==> src/prp_pkg.sv <==
// Shared widths, codes, reset values and bundle types for the point rotate/project block.
// No dependencies; every other file uses it by scoped names.
package prp_pkg;

    localparam int COORD_W     = 16;
    localparam int COEF_W      = 6;
    localparam int DIST_W      = 15;
    localparam int CENTER_W    = 10;
    localparam int CMD_W       = 2;
    localparam int CFG_INDEX_W = 3;
    localparam int CFG_DATA_W  = 15;
    localparam int MUL_W       = COORD_W + COEF_W;   // coordinate times coefficient
    localparam int PROD_W      = 32;                 // coordinate times distance
    localparam int DEN_W       = 17;                 // signed rot_z + distance
    localparam int DIV_NUM_W   = 31;                 // dividend magnitude
    localparam int DIV_DEN_W   = 16;                 // divisor magnitude
    localparam int SUM_W       = 33;

    typedef enum logic [CMD_W-1:0] {
        CMD_ROT_X = 2'd0,
        CMD_ROT_Y = 2'd1,
        CMD_ROT_Z = 2'd2,
        CMD_NONE  = 2'd3
    } cmd_t;

    localparam logic [CFG_INDEX_W-1:0] CFG_COS      = 3'd0;
    localparam logic [CFG_INDEX_W-1:0] CFG_SIN      = 3'd1;
    localparam logic [CFG_INDEX_W-1:0] CFG_DIST     = 3'd2;
    localparam logic [CFG_INDEX_W-1:0] CFG_CENTER_X = 3'd3;
    localparam logic [CFG_INDEX_W-1:0] CFG_CENTER_Y = 3'd4;

    localparam logic signed [COEF_W-1:0] COS_RESET      = 6'sd16;
    localparam logic signed [COEF_W-1:0] SIN_RESET      = 6'sd0;
    localparam logic [DIST_W-1:0]        DIST_RESET     = 15'd2400;
    localparam logic [CENTER_W-1:0]      CENTER_X_RESET = 10'd120;
    localparam logic [CENTER_W-1:0]      CENTER_Y_RESET = 10'd150;

    typedef struct packed {
        logic                      valid;
        logic signed [COORD_W-1:0] x;
        logic signed [COORD_W-1:0] y;
        logic signed [COORD_W-1:0] z;
    } rot_t;

    typedef struct packed {
        logic signed [COORD_W-1:0] rot_x;
        logic signed [COORD_W-1:0] rot_y;
        logic signed [COORD_W-1:0] rot_z;
        logic                      neg_x;
        logic                      neg_y;
        logic                      dz;
    } side_t;

    typedef struct packed {
        logic                      valid;
        logic signed [COORD_W-1:0] rot_x;
        logic signed [COORD_W-1:0] rot_y;
        logic signed [COORD_W-1:0] rot_z;
        logic signed [COORD_W-1:0] screen_x;
        logic signed [COORD_W-1:0] screen_y;
        logic                      dz;
    } res_t;

endpackage

==> src/prp_rotate.sv <==
// Two-stage rotation: coefficient products, then shift, combine and place per axis.
// Depends on prp_pkg.
module prp_rotate #(
    parameter int COEF_FRAC_BITS = 4
) (
    input  logic                                aclk,
    input  logic                                aresetn,
    input  logic                                adv,
    input  logic                                in_valid,
    input  logic [prp_pkg::CMD_W-1:0]           in_cmd,
    input  logic signed [prp_pkg::COORD_W-1:0]  in_x,
    input  logic signed [prp_pkg::COORD_W-1:0]  in_y,
    input  logic signed [prp_pkg::COORD_W-1:0]  in_z,
    input  logic signed [prp_pkg::COEF_W-1:0]   cos_coef,
    input  logic signed [prp_pkg::COEF_W-1:0]   sin_coef,
    output prp_pkg::rot_t                       rot_out
);

    logic signed [prp_pkg::COORD_W-1:0] a_sel, b_sel;
    logic signed [prp_pkg::MUL_W-1:0]   ac_next, bs_next, as_next, bc_next;

    logic                               v1_reg;
    prp_pkg::cmd_t                      cmd1_reg;
    logic signed [prp_pkg::COORD_W-1:0] x1_reg, y1_reg, z1_reg;
    logic signed [prp_pkg::MUL_W-1:0]   ac_reg, bs_reg, as_reg, bc_reg;

    logic signed [prp_pkg::MUL_W-1:0]   ac_sh, bs_sh, as_sh, bc_sh;
    logic signed [prp_pkg::MUL_W:0]     a_new, b_new;
    logic signed [prp_pkg::COORD_W-1:0] x_next, y_next, z_next;

    logic                               v2_reg;
    logic signed [prp_pkg::COORD_W-1:0] x2_reg, y2_reg, z2_reg;

    // Pick the pair (a, b) that turns: a' = a*c - b*s, b' = a*s + b*c
    always_comb begin
        case (prp_pkg::cmd_t'(in_cmd))
            prp_pkg::CMD_ROT_X: begin
                a_sel = in_y;
                b_sel = in_z;
            end
            prp_pkg::CMD_ROT_Y: begin
                a_sel = in_z;
                b_sel = in_x;
            end
            default: begin
                a_sel = in_x;
                b_sel = in_y;
            end
        endcase
    end

    assign ac_next = a_sel * cos_coef;
    assign bs_next = b_sel * sin_coef;
    assign as_next = a_sel * sin_coef;
    assign bc_next = b_sel * cos_coef;

    always_ff @(posedge aclk) begin
        if (!aresetn) begin
            v1_reg <= 1'b0;
        end else if (adv) begin
            v1_reg <= in_valid;
        end
    end

    always_ff @(posedge aclk) begin
        if (adv) begin
            cmd1_reg <= prp_pkg::cmd_t'(in_cmd);
            x1_reg   <= in_x;
            y1_reg   <= in_y;
            z1_reg   <= in_z;
            ac_reg   <= ac_next;
            bs_reg   <= bs_next;
            as_reg   <= as_next;
            bc_reg   <= bc_next;
        end
    end

    // Each product floors on its own before the add
    assign ac_sh = ac_reg >>> COEF_FRAC_BITS;
    assign bs_sh = bs_reg >>> COEF_FRAC_BITS;
    assign as_sh = as_reg >>> COEF_FRAC_BITS;
    assign bc_sh = bc_reg >>> COEF_FRAC_BITS;
    assign a_new = ac_sh - bs_sh;
    assign b_new = as_sh + bc_sh;

    always_comb begin
        x_next = x1_reg;
        y_next = y1_reg;
        z_next = z1_reg;
        case (cmd1_reg)
            prp_pkg::CMD_ROT_X: begin
                y_next = a_new[prp_pkg::COORD_W-1:0];
                z_next = b_new[prp_pkg::COORD_W-1:0];
            end
            prp_pkg::CMD_ROT_Y: begin
                z_next = a_new[prp_pkg::COORD_W-1:0];
                x_next = b_new[prp_pkg::COORD_W-1:0];
            end
            prp_pkg::CMD_ROT_Z: begin
                x_next = a_new[prp_pkg::COORD_W-1:0];
                y_next = b_new[prp_pkg::COORD_W-1:0];
            end
            default: begin
                x_next = x1_reg;
            end
        endcase
    end

    always_ff @(posedge aclk) begin
        if (!aresetn) begin
            v2_reg <= 1'b0;
        end else if (adv) begin
            v2_reg <= v1_reg;
        end
    end

    always_ff @(posedge aclk) begin
        if (adv) begin
            x2_reg <= x_next;
            y2_reg <= y_next;
            z2_reg <= z_next;
        end
    end

    assign rot_out.valid = v2_reg;
    assign rot_out.x     = x2_reg;
    assign rot_out.y     = y2_reg;
    assign rot_out.z     = z2_reg;

endmodule

==> config.mk <==
export PLATFORM = sky130hd
export DESIGN_NAME = prp_rotate
export DESIGN_NICKNAME = d
export VERILOG_FILES = /design/src/prp_pkg.sv /design/src/prp_rotate.sv
export SDC_FILE = /design/constraint.sdc
export NUM_CORES = 1
export LEC_CHECK = 0
export BUFFER_PORTS_ARGS = -buffer_cell sky130_fd_sc_hd__buf_2
export CAP_MARGIN = 10
export CORE_ASPECT_RATIO = 2
export CORE_UTILIZATION = 25
export CTS_BUF_LIST = sky130_fd_sc_hd__clkbuf_16
export CTS_CLUSTER_SIZE = 40
export DETAILED_ROUTE_END_ITERATION = 12
export PLACE_DENSITY_LB_ADDON = 0.2
export SETUP_SLACK_MARGIN = 0.05
export SYNTH_ARGS = -nofsm -noshare
export SYNTH_HDL_FRONTEND = slang
export SYNTH_SLANG_ARGS = --single-unit
export TNS_END_PERCENT = 1
==> constraint.sdc <==
create_clock -name aclk -period 12.6 [get_ports aclk]
set_input_delay 2.52 -clock aclk [delete_from_list [all_inputs] [get_ports aclk]]
set_output_delay 2.52 -clock aclk [all_outputs]
set_load 0.01 [all_outputs]
# Word-level counts from Yosys, hierarchy flattened
# Cells that the tools add are included.
# word_totals
register_bits	180
in_bits	66
out_inout_bits	49
word_cells	29
# classes
addsub	2
multipliers	4
n_eq_ne	3
n_mux	5
n_reduce_logical	2
# op_table
op	n
one-hot mux 16 bit (2 select lines)	5
multiplier 16 x 6 -> 20 bit	4
adder 16 bit	1
subtractor 16 bit	1
== test 2 x 1 -> 1 bit, second input constant	2
logical NOT 2 bit	2
== test 2 bit, second input constant	1

# Depth between registers and ports, before layout
# logic_depth
word_depth	3
depth_mapped	24
mapped_depth_nobuf	21

# Worst setup path before layout
# OpenSTA, ideal clock, no wires.
# synth_timing
kind	input to register
start	input port in_cmd[0] in the netlist's numbering
end	register bc_reg[18] in the netlist's numbering (data pin)
setup_ps	158
arrival_ps	8053
t_required_ps	12442
slack_ps	4389
path_stages	23
n_path_buf	4
cell_sequence	clkbuf_1 -> buf_2 -> buf_2 -> mux2i_1 -> nor2_1 -> a21oi_1 -> clkbuf_1 -> nor2b_1 -> fa_1 -> inv_1 -> fa_1 -> inv_1 -> fa_1 -> fa_1 -> ha_1 -> nor2b_1 -> o21a_1 -> o21a_1 -> o211ai_1 -> a21oi_1 -> o31ai_4 -> or4b_1 -> o211ai_1
# synth_via
elab_chain_cells	3
elab_cells_between_ends	4
cone_classes	1 x mul; 1 x eq/ne; 1 x mux; 1 x reduce/logical
# synth_rtl
element	line_no	rtl
start, declared	prp_rotate.sv:10	input logic [prp_pkg::CMD_W-1:0] in_cmd,
== test 2 x 1 -> 1 bit / logical NOT 2 bit (equally long branches)	prp_rotate.sv:36	case (prp_pkg::cmd_t'(in_cmd))
one-hot mux 16 bit (2 select lines) *	prp_rotate.sv:36	
multiplier 16 x 6 -> 20 bit *	prp_rotate.sv:55	assign bc_next = b_sel * cos_coef;
net bc_next, one bit	prp_rotate.sv:20	logic signed [prp_pkg::MUL_W-1:0] ac_next, bs_next, as_next, bc_next;
end signal, assigned	prp_rotate.sv:74	bc_reg <= bc_next;
end, declared	prp_rotate.sv:25	logic signed [prp_pkg::MUL_W-1:0] ac_reg, bs_reg, as_reg, bc_reg;
# Mark *: on every way through the listed nets, which the timed path passes. The rest lies on a longest branch.
# A chain may end at the register's enable or synchronous reset.

# Worst setup path after layout
# layout_timing
start	input port in_cmd[0] in the netlist's numbering
end	register as_reg[18] in the netlist's numbering (data pin)
# layout_via
elab_chain_cells	3
elab_cells_between_ends	4
cone_classes	1 x mul; 1 x eq/ne; 1 x mux; 1 x reduce/logical
# layout_rtl
element	line_no	rtl
== test 2 x 1 -> 1 bit / logical NOT 2 bit (equally long branches)	prp_rotate.sv:36	
one-hot mux 16 bit (2 select lines) *	prp_rotate.sv:36	
multiplier 16 x 6 -> 20 bit *	prp_rotate.sv:54	assign as_next = a_sel * sin_coef;
net as_next, one bit	prp_rotate.sv:20	
end signal, assigned	prp_rotate.sv:73	as_reg <= as_next;
end, declared	prp_rotate.sv:25	
# Marks and branches as above.

==> reports/summary.txt <==
Pleak = 9.305 nW
vias in the first global route = 15146
first-pass iteration count of the detailed router = 6
fin crit period = 8.251 ns
asr flop ratio synth = 0%
clock latency on the worst-skew pair = 0.51 ns
max-cap viol count = 0
Tot Pwr = 5.100 mW
Clk pwr share = 11.7%
CTS tree = yes
Clock Skew = 0.01992 ns
Post-Syn Instances = 1863
Least-Margin Pin Slew = 1.140 ns
hold slack = 0.5055 ns
Crit Path Max Fanout = 33
Max Slew Vio Count = 0
fin nets = 2429
Post-Syn Nets = 2340
Seq/Total Area, Yosys = 25.42%
DRT antenna net count = 0
fillers = 8090
Reg power frac = 20.8%
Hold Buf Count CTS = 0
Post-route DRC = 0
DP HPWL = 48360 um
FF+latch count, synth = 164
crit path kind = input pin to flop
Startpoint Class = input pin
Ports = 115
Die H = 394.8 um
Fmax = 0.1212 GHz
Final Hold Violating Endpoints = 0
clock transition at the registers of the reported paths = 0.07 ns
GP Congestion = 0.8612
Initial Utilization = 25.31%
vias after detailed routing = 13849
Hold Path Class = flop to flop
number of port buffers = 114
Combinational Power Share = 67.5%
number of synthesis warnings = 0
Syn-to-layout area delta = 12.94%
Synth cell types = 57
GRT Resource Usage Total = 15.76%
CTS sink count = 164
VDD IR max = 0.1638 mV
Critical Path Most Common Cell = fa_1
EDFF count, synth = 162
RSZ-0062 raised after global routing = false
post_cts resized = 0
Synth Flop Type = edfxtp_1
Vias/cell = 4.655
Int Pwr = 2.656 mW
layout cells sized above 1 = 10.32%
CP required = 12.86 ns
mapped cell area = 19290 sq um
site row count = 143
initial antenna violation count = 14
Crit path arrival time = 8.51 ns
Die ar. = 78350 sq um
Period Utilization, post-route = 65.48%
setup bufs post-CTS = 0
gr ovfl total = 0
Critical-path top delay cell = a21oi_1
Setup Viol. Count Final = 0
syn avg cell area = 10.35 sq um
setup TNS = 0 ns
Worst setup EP type = flop
Critical Path, Cell by Cell = buf_2 > buf_4 > mux2i_1 > nor2_1 > a21oi_1 > nor2b_1 > fa_1 > inv_1 > fa_1 > inv_1 > fa_1 > fa_1 > inv_1 > fa_1 > nor2b_1 > o21a_1 > nor2_1 > o21bai_1 > a31oi_1 > o211ai_1 > a2111oi_0 > or3b_2
Switch Pwr = 2.444 mW
CTS HTree Levels = 4
Power Density = 234.1 nW/um^2
CTS root buf = clkbuf_16
Routed WL = 59400 um
clk buf depth = 3
core area = 76220 sq um
DR iter-0 viols = 580
WL/cell = 19.97 um
Sw Share = 47.92%
status = complete, no violations
largest net degree at the start of global routing = 66
first-pass GRT wire length = 90250 um
worst rel slew slack = 24.03%
die width = 198.4 um
number of buffers created by CTS = 25
CP max stage delay = 0.78 ns
-- cells by family after synthesis --
kind of cell    synth area share, %
simple gates                  18.73
fa+ha+maj                     36.23
flops                         25.42
mux                           1.764
buf+inv                       4.599
xor+xnor                      4.631
compound gates                8.620
-- per-stage QoR --
step	std cells	area (sq um)	setup slack, ns	utilization, %
after floorplan	1863	19290	4.389	-
after detailed placement	2939	21110	3.847	27.69
after CTS	2972	21770	4.356	28.57
after global routing	2974	21780	3.939	28.58
after global placement	2939	21110	3.848	27.69
final	2975	21790	4.349	28.58
-- synth_stat cells (3+ instances only) --
| cell | n | area share (%) |
|---|---|---|
| nand2b_1 | 21 | 0.68 |
| o21a_1 | 15 | 0.58 |
| nand4b_1 | 4 | 0.18 |
| a211oi_1 | 7 | 0.27 |
| o21ai_0 | 24 | 0.62 |
| inv_1 | 141 | 2.7 |
| or2_2 | 3 | 0.097 |
| o211ai_1 | 8 | 0.31 |
| a21o_1 | 14 | 0.54 |
| fa_1 | 246 | 26 |
| xor2_1 | 21 | 0.95 |
| o21bai_1 | 7 | 0.27 |
| buf_2 | 4 | 0.10 |
| a31o_2 | 4 | 0.18 |
| or3_1 | 6 | 0.19 |
| and3_1 | 13 | 0.42 |
| nand4_1 | 8 | 0.26 |
| a211o_1 | 5 | 0.23 |
| a2111oi_0 | 6 | 0.27 |
| nor3_1 | 28 | 0.73 |
| xnor2_1 | 81 | 3.7 |
| and2_1 | 55 | 1.8 |
| buf_1 | 8 | 0.16 |
| nor4_1 | 5 | 0.16 |
| a31oi_1 | 10 | 0.32 |
| nand3_1 | 17 | 0.44 |
| a21oi_1 | 83 | 2.2 |
| edfxtp_1 | 162 | 25 |
| nand2_1 | 121 | 2.4 |
| nor2_1 | 97 | 1.9 |
| a22oi_1 | 31 | 1.2 |
| a221oi_1 | 11 | 0.50 |
| mux2i_1 | 34 | 1.8 |
| o221ai_1 | 3 | 0.14 |
| nor2b_1 | 287 | 9.3 |
| clkbuf_1 | 80 | 1.6 |
| ha_1 | 165 | 11 |
-- power by group through the flow --
stage,combinational (mW),clock [mW],sequential (mW)
floorplan,2.39,0,1.01
global placement,3.45,0,1.08
detailed placement,3.48,0,1.08
CTS,3.51,0.610,1.07
global route,3.84,0.626,1.07
finish,3.44,0.597,1.06
-- worst paths after layout --
path	from	to	slack, ns	cells past startpoint
worst max register to register	as_reg[4]$_DFFE_PP_	y2_reg[14]$_DFFE_PP_	8.78	10
worst min register to register	y1_reg[3]$_DFFE_PP_	y2_reg[3]$_DFFE_PP_	0.51	2
worst min-delay path	y1_reg[3]$_DFFE_PP_	y2_reg[3]$_DFFE_PP_	0.51	2
worst max-delay path	in_cmd[0]	as_reg[18]$_DFFE_PP_	4.35	22
-- per-layer routing --
layer,global-route usage [%],routed length (um)
met5,0,146
met4,8.846,3274
met3,2.000,1735
met2,31.89,34330
met1,14.60,19910
-- final cells by class --
cell class / count / area (sq um) / area share, %
multi-input combinational: 1465 / 13530 / 62.08
sequential: 164 / 4905 / 22.51
tap: 1015 / 1270 / 5.829
timing repair buffer: 155 / 884.6 / 4.060
clock buffer: 25 / 625.6 / 2.871
inverter: 141 / 529.3 / 2.429
clock inverter: 8 / 42.54 / 0.1953
antenna: 2 / 5.005 / 0.02297
-- worst max-delay path, delay by kind of cell --
| family | cells | cell delay (ns) |
|---|---|---|
| AO/OA/AOI/OAI | 6 | 1.65 |
| adder cells (fa/ha/maj) | 5 | 2.48 |
| AND/OR/NAND/NOR | 5 | 0.86 |
| multiplexers | 1 | 0.25 |
| buffers and inverters | 5 | 0.70 |
-- cell usage in the layout, fill, tap and decap left out, types with 13 or more instances in the layout --
cell / count
nand3_1: 17
and3_1: 13
a21o_1: 14
fa_1: 246
nand2_1: 121
ha_1: 165
xnor2_1: 81
inv_1: 141
nor2b_1: 287
o21a_1: 15
mux2i_1: 34
nor3_1: 28
buf_4: 41
o21ai_0: 24
clkbuf_16: 25
xor2_1: 21
buf_2: 113
a21oi_1: 76
nor2_1: 97
a22oi_1: 31
nand2b_1: 21
and2_1: 55
edfxtp_1: 162
No activity file was read; power rests on OpenSTA's default activity.
